<file path="src/rtl/wgas_pkg.sv">
`default_nettype none
package wgas_pkg;

    // Slot table size and derived widths
    localparam int MAX_VERTICES = 16;
    localparam int VIDX_W       = (MAX_VERTICES > 1) ? $clog2(MAX_VERTICES) : 1;
    localparam int WMEM_DEPTH   = MAX_VERTICES * MAX_VERTICES;
    localparam int WMEM_ADDR_W  = $clog2(WMEM_DEPTH);

    localparam int KEY_W    = 32;
    localparam int WEIGHT_W = 32;
    localparam int OP_W     = 3;
    localparam int STATUS_W = 2;

    // Stream payload widths
    localparam int IN_DATA_W  = 104;
    localparam int OUT_DATA_W = 40;

    // Operation codes
    localparam logic [OP_W-1:0] OP_ADD_VERTEX    = 3'd0;
    localparam logic [OP_W-1:0] OP_ADD_EDGE      = 3'd1;
    localparam logic [OP_W-1:0] OP_REMOVE_VERTEX = 3'd2;
    localparam logic [OP_W-1:0] OP_REMOVE_EDGE   = 3'd3;
    localparam logic [OP_W-1:0] OP_QUERY_VERTEX  = 3'd4;
    localparam logic [OP_W-1:0] OP_QUERY_EDGE    = 3'd5;

    // Result status codes
    localparam logic [STATUS_W-1:0] ST_DONE      = 2'd0;
    localparam logic [STATUS_W-1:0] ST_NO_CHANGE = 2'd1;
    localparam logic [STATUS_W-1:0] ST_FULL      = 2'd2;

    // Controller to datapath commands
    typedef struct packed {
        logic load_item;
        logic exec;
        logic take_rdata;
        logic load_out;
    } cmd_t;

    // Datapath to controller status
    typedef struct packed {
        logic need_read;
    } stat_t;

endpackage
`default_nettype wire

</file>
<file path="src/rtl/wgas_ctrl.sv">
`default_nettype none
module wgas_ctrl (
    input  wire logic          clk,
    input  wire logic          rst_n,
    input  wire logic          in_valid,
    output logic               in_ready,
    output logic               out_valid,
    input  wire logic          out_ready,
    input  wire wgas_pkg::stat_t stat,
    output wgas_pkg::cmd_t     cmd
);

    import wgas_pkg::*;

    localparam logic [1:0] S_IDLE = 2'd0;
    localparam logic [1:0] S_EXEC = 2'd1;
    localparam logic [1:0] S_READ = 2'd2;
    localparam logic [1:0] S_PUT  = 2'd3;

    logic [1:0] state_reg;
    logic [1:0] state_next;
    logic       out_valid_reg;
    logic       out_valid_next;
    logic       out_free;
    logic       accept;

    // Output register is free when empty or being emptied this cycle
    assign out_free = !out_valid_reg || out_ready;
    assign in_ready = (state_reg == S_IDLE) || ((state_reg == S_PUT) && out_free);
    assign accept   = in_valid && in_ready;

    assign cmd.load_item  = accept;
    assign cmd.exec       = (state_reg == S_EXEC);
    assign cmd.take_rdata = (state_reg == S_READ);
    assign cmd.load_out   = (state_reg == S_PUT) && out_free;

    assign out_valid = out_valid_reg;

    // Sequence one operation: execute, optional weight read, hand over
    always_comb
    begin
        state_next = state_reg;
        unique case (state_reg)
            S_IDLE:
            begin
                if (accept)
                begin
                    state_next = S_EXEC;
                end
            end
            S_EXEC:
            begin
                state_next = stat.need_read ? S_READ : S_PUT;
            end
            S_READ:
            begin
                state_next = S_PUT;
            end
            S_PUT:
            begin
                if (out_free)
                begin
                    state_next = accept ? S_EXEC : S_IDLE;
                end
            end
            default:
            begin
                state_next = S_IDLE;
            end
        endcase
    end

    // Track the output beat
    always_comb
    begin
        priority if (cmd.load_out)
        begin
            out_valid_next = 1'b1;
        end
        else if (out_ready)
        begin
            out_valid_next = 1'b0;
        end
        else
        begin
            out_valid_next = out_valid_reg;
        end
    end

    always_ff @(posedge clk or negedge rst_n)
    begin
        if (!rst_n)
        begin
            state_reg     <= S_IDLE;
            out_valid_reg <= 1'b0;
        end
        else
        begin
            state_reg     <= state_next;
            out_valid_reg <= out_valid_next;
        end
    end

endmodule
`default_nettype wire

</file>
<file path="config.mk">
export PLATFORM = sky130hd
export DESIGN_NAME = wgas_ctrl
export DESIGN_NICKNAME = d
export VERILOG_FILES = /design/src/rtl/wgas_pkg.sv /design/src/rtl/wgas_ctrl.sv
export SDC_FILE = /design/constraint.sdc
export NUM_CORES = 1
export LEC_CHECK = 0
export BUFFER_PORTS_ARGS = -buffer_cell sky130_fd_sc_hd__clkbuf_2
export CAP_MARGIN = 25
export CORE_AREA = 8 8 45 47
export CTS_CLUSTER_DIAMETER = 80
export DETAILED_ROUTE_END_ITERATION = 16
export DIE_AREA = 0 0 53 55
export HOLD_SLACK_MARGIN = 0.05
export SLEW_MARGIN = 30
export SYNTH_ARGS = -nofsm -noshare
export SYNTH_HDL_FRONTEND = slang
export SYNTH_SLANG_ARGS = --single-unit
export TNS_END_PERCENT = 30
</file>
<file path="constraint.sdc">
create_clock -name clk -period 3.7 [get_ports clk]
set_clock_uncertainty 0.1 [all_clocks]
set_input_delay 0.74 -clock clk [delete_from_list [all_inputs] [get_ports clk]]
set_output_delay 0.74 -clock clk [all_outputs]
set_load 0.05 [all_outputs]
</file>
==> run metrics, run 1 <==
status complete, no violations; Site Rows 14; Max transition margin approximately four fifths; average vias per placed instance ~3.7; total global routing track utilization slightly below 4%; Die Wd 53 µm; Gate Count Post-Synth 24; top area cells in the synthesized netlist dfrtp_1 27%, ha_1 23%, o22ai_4 7.3%; Antenna Nets Post-Route 0; Synth Register Bits 3; Mapped Nets 34; RSZ-0062 raised after global routing false; CP Data Arrival Time between 1.5 and 2 ns; core footprint 1380 µm²; Final #Nets 47; syn avg cell area 11.4 µm²; endpoints failing hold 0; hold_buf cts 0; fraction of layout cells with a size suffix above 1 a little under three fifths; Worst Path Max Fanout 4; DRT Pass-1 Iters 2; Fin Setup TNS 0 ns; Main synth FF type dfrtp_1; post-synthesis sequential area ratio ~27%; most common cell in the netlist ha_1; Residual DRC 0; Area Growth Syn to Fin 29.7%; largest net degree at the start of global routing 5; I/O Pins 11; Yosys top cell area share a little over a quarter; Die H around 55 µm; cell seen most often among critical-path stages clkbuf_2; Critical Path, Cell by Cell clkbuf_2 > nand2b_4 > a21o_2 > and2_1 > clkbuf_2; Hold Crit Class in2async; Critical R2R Launch state_reg[0]; fin util 25.7%; Yosys cell types 15; Clock transition at path regs ~0.040 ns; DR vias between 150 and 200; CP Class in2out; number of flops mapped to enable cells by yosys 0; Worst Tran Pin Value 0.281 ns; largest area contributor in the synthesized netlist dfrtp_1; vias in the first global route roughly 190; Root Driver clkbuf_4; first-pass GRT wire length 752 µm; DR iter-0 viols 2; Die ar. approximately 2900 µm²; clock buffer depth 2; GP Congestion roughly 0.70; Crit. End Element output pin; # setup viols final 0; Initial Utilization 19.8%; slowest cell on the critical path clkbuf_2; ANT cells 0; Setup crit start kind input port; initial antenna violation count 0; Max Fclk roughly 0.42 GHz; H-tree levels 1; Final period util 64.9%; Slew Limit Fails 0; grt total ovfl 0; CP Data Required Time about 2.9 ns; Routed WL 482 µm; post-CTS setup buffers 0; Tmin final ~2.4 ns; synth warn 0; Reg2Reg Depth 5; Post-Syn Area between 200 and 300 µm²; Post-synth top cells 5 x ha_1, 3 x dfrtp_1, 3 x inv_1; clk_lat worst skew 0.23 ns; largest incremental delay on the critical path 0.23 ns; worst reg2reg path endpoint state_reg[1]; CTS tree built; FFs w/ async S/R, synth 100%; CTS Buf Count 3; number of max-cap violations 0; DP HPWL approximately 420 µm; max FFs per register 2; post-CTS resize count 0; Port Buffers 10; WL/cell roughly 9.3 µm; CTS Sinks 3; reg2reg setup slack ~2.2 ns
[worst max path at each step]
stage / to / cells after the start / from
after global routing: cmd[3] / 5 / out_ready
after detailed placement: cmd[3] / 5 / out_ready
after CTS: cmd[3] / 5 / out_ready
after global placement: cmd[3] / 5 / out_ready
after floorplan: cmd[3] / 4 / out_ready
final: cmd[3] / 5 / out_ready
[placed cells by master, fill, tap and decap left out]
cell type  Yosys  routed
nand2b_4       1       1
a21o_2         1       1
mux2i_1        1       1
a2111oi_2      1       1
and2_1         1       1
ha_1           5       5
mux2_4         1       1
clkbuf_4       0       3
clkbuf_1       0       1
and2_2         1       1
inv_1          3       3
nand2_1        1       1
dfrtp_1        3       3
o22ai_4        1       1
nor2b_1        1       1
clkbuf_2       0      10
inv_2          1       1
[logic make-up (layout without fill, tap and decap cells)]
group                    count (synthesis)  count (layout)  share of synthesized area, %
buffers and inverters                    6              18                          11.0
AO/OA/AOI/OAI                            3               3                          16.0
flip-flops                               3               3                          27.4
multiplexers                             2               2                          9.13
adder cells (fa/ha/maj)                  5               5                          22.8
AND/OR/NAND/NOR                          5               5                          13.7
[worst max-delay path, delay by kind of cell]
family / cells / cell delay (ns)
AND/OR/NAND/NOR: 2 / 0.30
AO/OA/AOI/OAI: 1 / 0.22
buffers and inverters: 2 / 0.31
[stage by stage]
| stage | hold slack, ns | cells | worst slack [ns] | area [µm²] |
|---|---|---|---|---|
| after floorplan | 0.344 | 24 | 1.27 | 274 |
| after global placement | 0.437 | 48 | 1.30 | 329 |
| after detailed placement | 0.440 | 48 | 1.29 | 329 |
| after CTS | 0.193 | 52 | 1.29 | 355 |
| after global routing | 0.185 | 52 | 1.26 | 355 |
| final | 0.200 | 52 | 1.30 | 355 |
[per-layer routing]
metal  up-vias  part of all wire (%)  GRT usage (%)
met3         0                    11           3.21
met1        85                    46           4.74
li1         99                     -              -
met2         9                    43           3.91
met4         0                     0           3.88
met5         -                     0              0
[area by class of cell]
cell class / instances / area (µm²)
Clock buffer: 4 / 26.3
Fill cell: 145 / 1030
Inverter: 4 / 15.0
Multi-Input combinational cell: 15 / 169
Sequential cell: 3 / 75.1
Tap cell: 16 / 20.0
Timing Repair Buffer: 10 / 50.0
Power of run 1 is left out: the tool's default activity adds up to more than one toggle a clock period on the data nets, which glitch-free logic cannot reach.
==> inputs of run 2 (changes only) <==
Clock period 3.7 ns to 1.92 ns, I/O delays scaled along.
==> run 2 against run 1 <==
  * Final area increased by 24%
  * Die area is the same
  * Core utilization grew 6.1 points
  * Final cell count up 9.6%
  * First-iteration DRC count shrank 50%
  * Via count up 13%
  * Setup slack lost 1.2 ns
  * Register-to-register slack got worse by 1.8 ns
  * Sequential share of layout area decreased by 3.8 points
  * Non-clock buffer count increased by 5
  * Sequential cell count is the same
  * Global-route usage grew 0.33 points
  * Critical endpoint unchanged
==> run metrics, run 2 (synthesized netlist as in run 1, its figures left out) <==
status complete, no violations; Area Growth Syn to Fin 60.7%; Non-Filler Instances 57; fillcell total between 150 and 200; DR vias around 220; Antenna Nets Post-Route 0; CP Data Required Time 1.44 ns; cell area after layout 440 µm²; slowest cell on the critical path dfrtp_1; GP Congestion 0.738; placed cell count 48; Site Rows 14; max FFs per register 2; worst reg2reg path endpoint state_reg[0]; Routed WL ~570 µm; Clock transition at path regs ~0.04 ns; Reg2Reg Depth 5; total global routing track utilization under 10%; Tmin final around 1.9 ns; Die H roughly 55 µm; DP HPWL around 430 µm; CP Data Arrival Time 1.37 ns; Root Driver clkbuf_4; first-pass GRT wire length slightly below 800 µm; CTS Buf Count 3; vias in the first global route 191; commonest cells after routing, fill and taps aside 9 x clkbuf_2, 4 x buf_4, 3 x inv_2, 3 x ha_1, 3 x clkbuf_4; Hold Crit Class in2reg; hold endpoint out_valid; endpoints failing hold 0; cell family with the largest share of critical-path delay flip-flops; initial antenna violation count 0; CP Class reg2out; grt total ovfl 0; Die Wd roughly 53 µm; CTS tree built; I/O Pins 11; Residual DRC 0; Critical Path, Cell by Cell inv_2 > ha_4 > a21o_4 > and2_4 > buf_8; H-tree levels 1; WL/cell 9.96 µm; clock buffer depth 2; # setup viols final 0; Worst Path Max Fanout 3; core footprint 1380 µm²; Max Fclk about 0.54 GHz; worst slack at placement about 0.18 ns; WHS Path Cells 3; Final #Nets 52; largest incremental delay on the critical path between 0.4 and 0.5 ns; Critical R2R Launch state_reg[0]; number of max-cap violations 0; ANT cells 0; reg2reg setup slack between 0.3 and 0.4 ns; CP Buf/Inv Count 2; CTS Sinks 3; Port Buffers 10; Die ar. just under 3000 µm²; clk_lat worst skew between 0.2 and 0.25 ns; most common cell after layout, fill and taps aside clkbuf_2; setup slack after layout 0.0634 ns; Final period util between 90 and 100%; Hold Crit Start out_ready; Initial Utilization 19.8%; DR iter-0 viols 1; Max transition margin about four fifths; DRT Pass-1 Iters 2; fraction of layout cells with a size suffix above 1 73.2%; Setup crit start kind flop; Worst Tran Pin Value about 0.28 ns; placed instance area 330 µm²; Slew Limit Fails 0; average vias per placed instance around 3.8; largest net degree at the start of global routing 5; Crit. End Element output pin
==> run 2: worst max path at each step <==
| stage | from | end | slack (ns) | depth (start not counted) |
|---|---|---|---|---|
| finish | state_reg[0] | cmd[3] | 0.06 | 5 |
| global route | state_reg[0] | cmd[3] | -0.001 | 5 |
| CTS | state_reg[1] | cmd[3] | 0.01 | 5 |
| detailed placement | state_reg[1] | cmd[3] | 0.18 | 5 |
| global placement | state_reg[1] | cmd[3] | 0.19 | 4 |
| floorplan | out_valid | cmd[3] | 0.12 | 4 |
==> run 2: what timing repair did <==
| action | in CTS | in global routing |
|---|---|---|
| resized for setup | 4 | 7 |
| buffers inserted | 2 | 2 |
| hold endpoints to repair | 3 | 0 |
| setup endpoints to repair | 1 | 1 |
| hold buffers | 1 | 0 |
==> run 2: routing by layer <==
| layer | up-vias | track usage (%) | routed length (µm) |
|---|---|---|---|
| li1 | 108 | - | - |
| met1 | 100 | 3.82 | 230 |
| met2 | 9 | 4.49 | 253 |
| met3 | 2 | 4.01 | 64 |
| met4 | 0 | 6.47 | 19 |
| met5 | - | 0 | 0 |
==> run 2: per-stage QoR <==
step	util (%)	setup TNS [ns]	hold slack, ns
3_3_place_gp	23.9	0	0.0843
5_1_grt	31.8	-0.00116	0.380
4_1_cts	28.4	0	0.355
3_5_place_dp	23.9	0	0.0854
2_1_floorplan	-	0	-0.0116
6_report	31.8	0	0.363
==> run 2: tightest hold or removal path, delay by kind of cell <==
kind | cells | cell delay (ns)
and+or+nand+nor | 2 | 0.20
buffers and inverters | 1 | 0.08
==> run 2: area by class of cell <==
cell class / count / area (µm²) / area share (%)
tap: 16 / 20.0 / 4.55
multi-input combinational: 15 / 203 / 46.0
inverter: 4 / 15.0 / 3.41
timing repair buffer: 15 / 100 / 22.7
clock buffer: 4 / 26.3 / 5.97
sequential: 3 / 76.3 / 17.3
Power of run 2 is left out for the same reason.
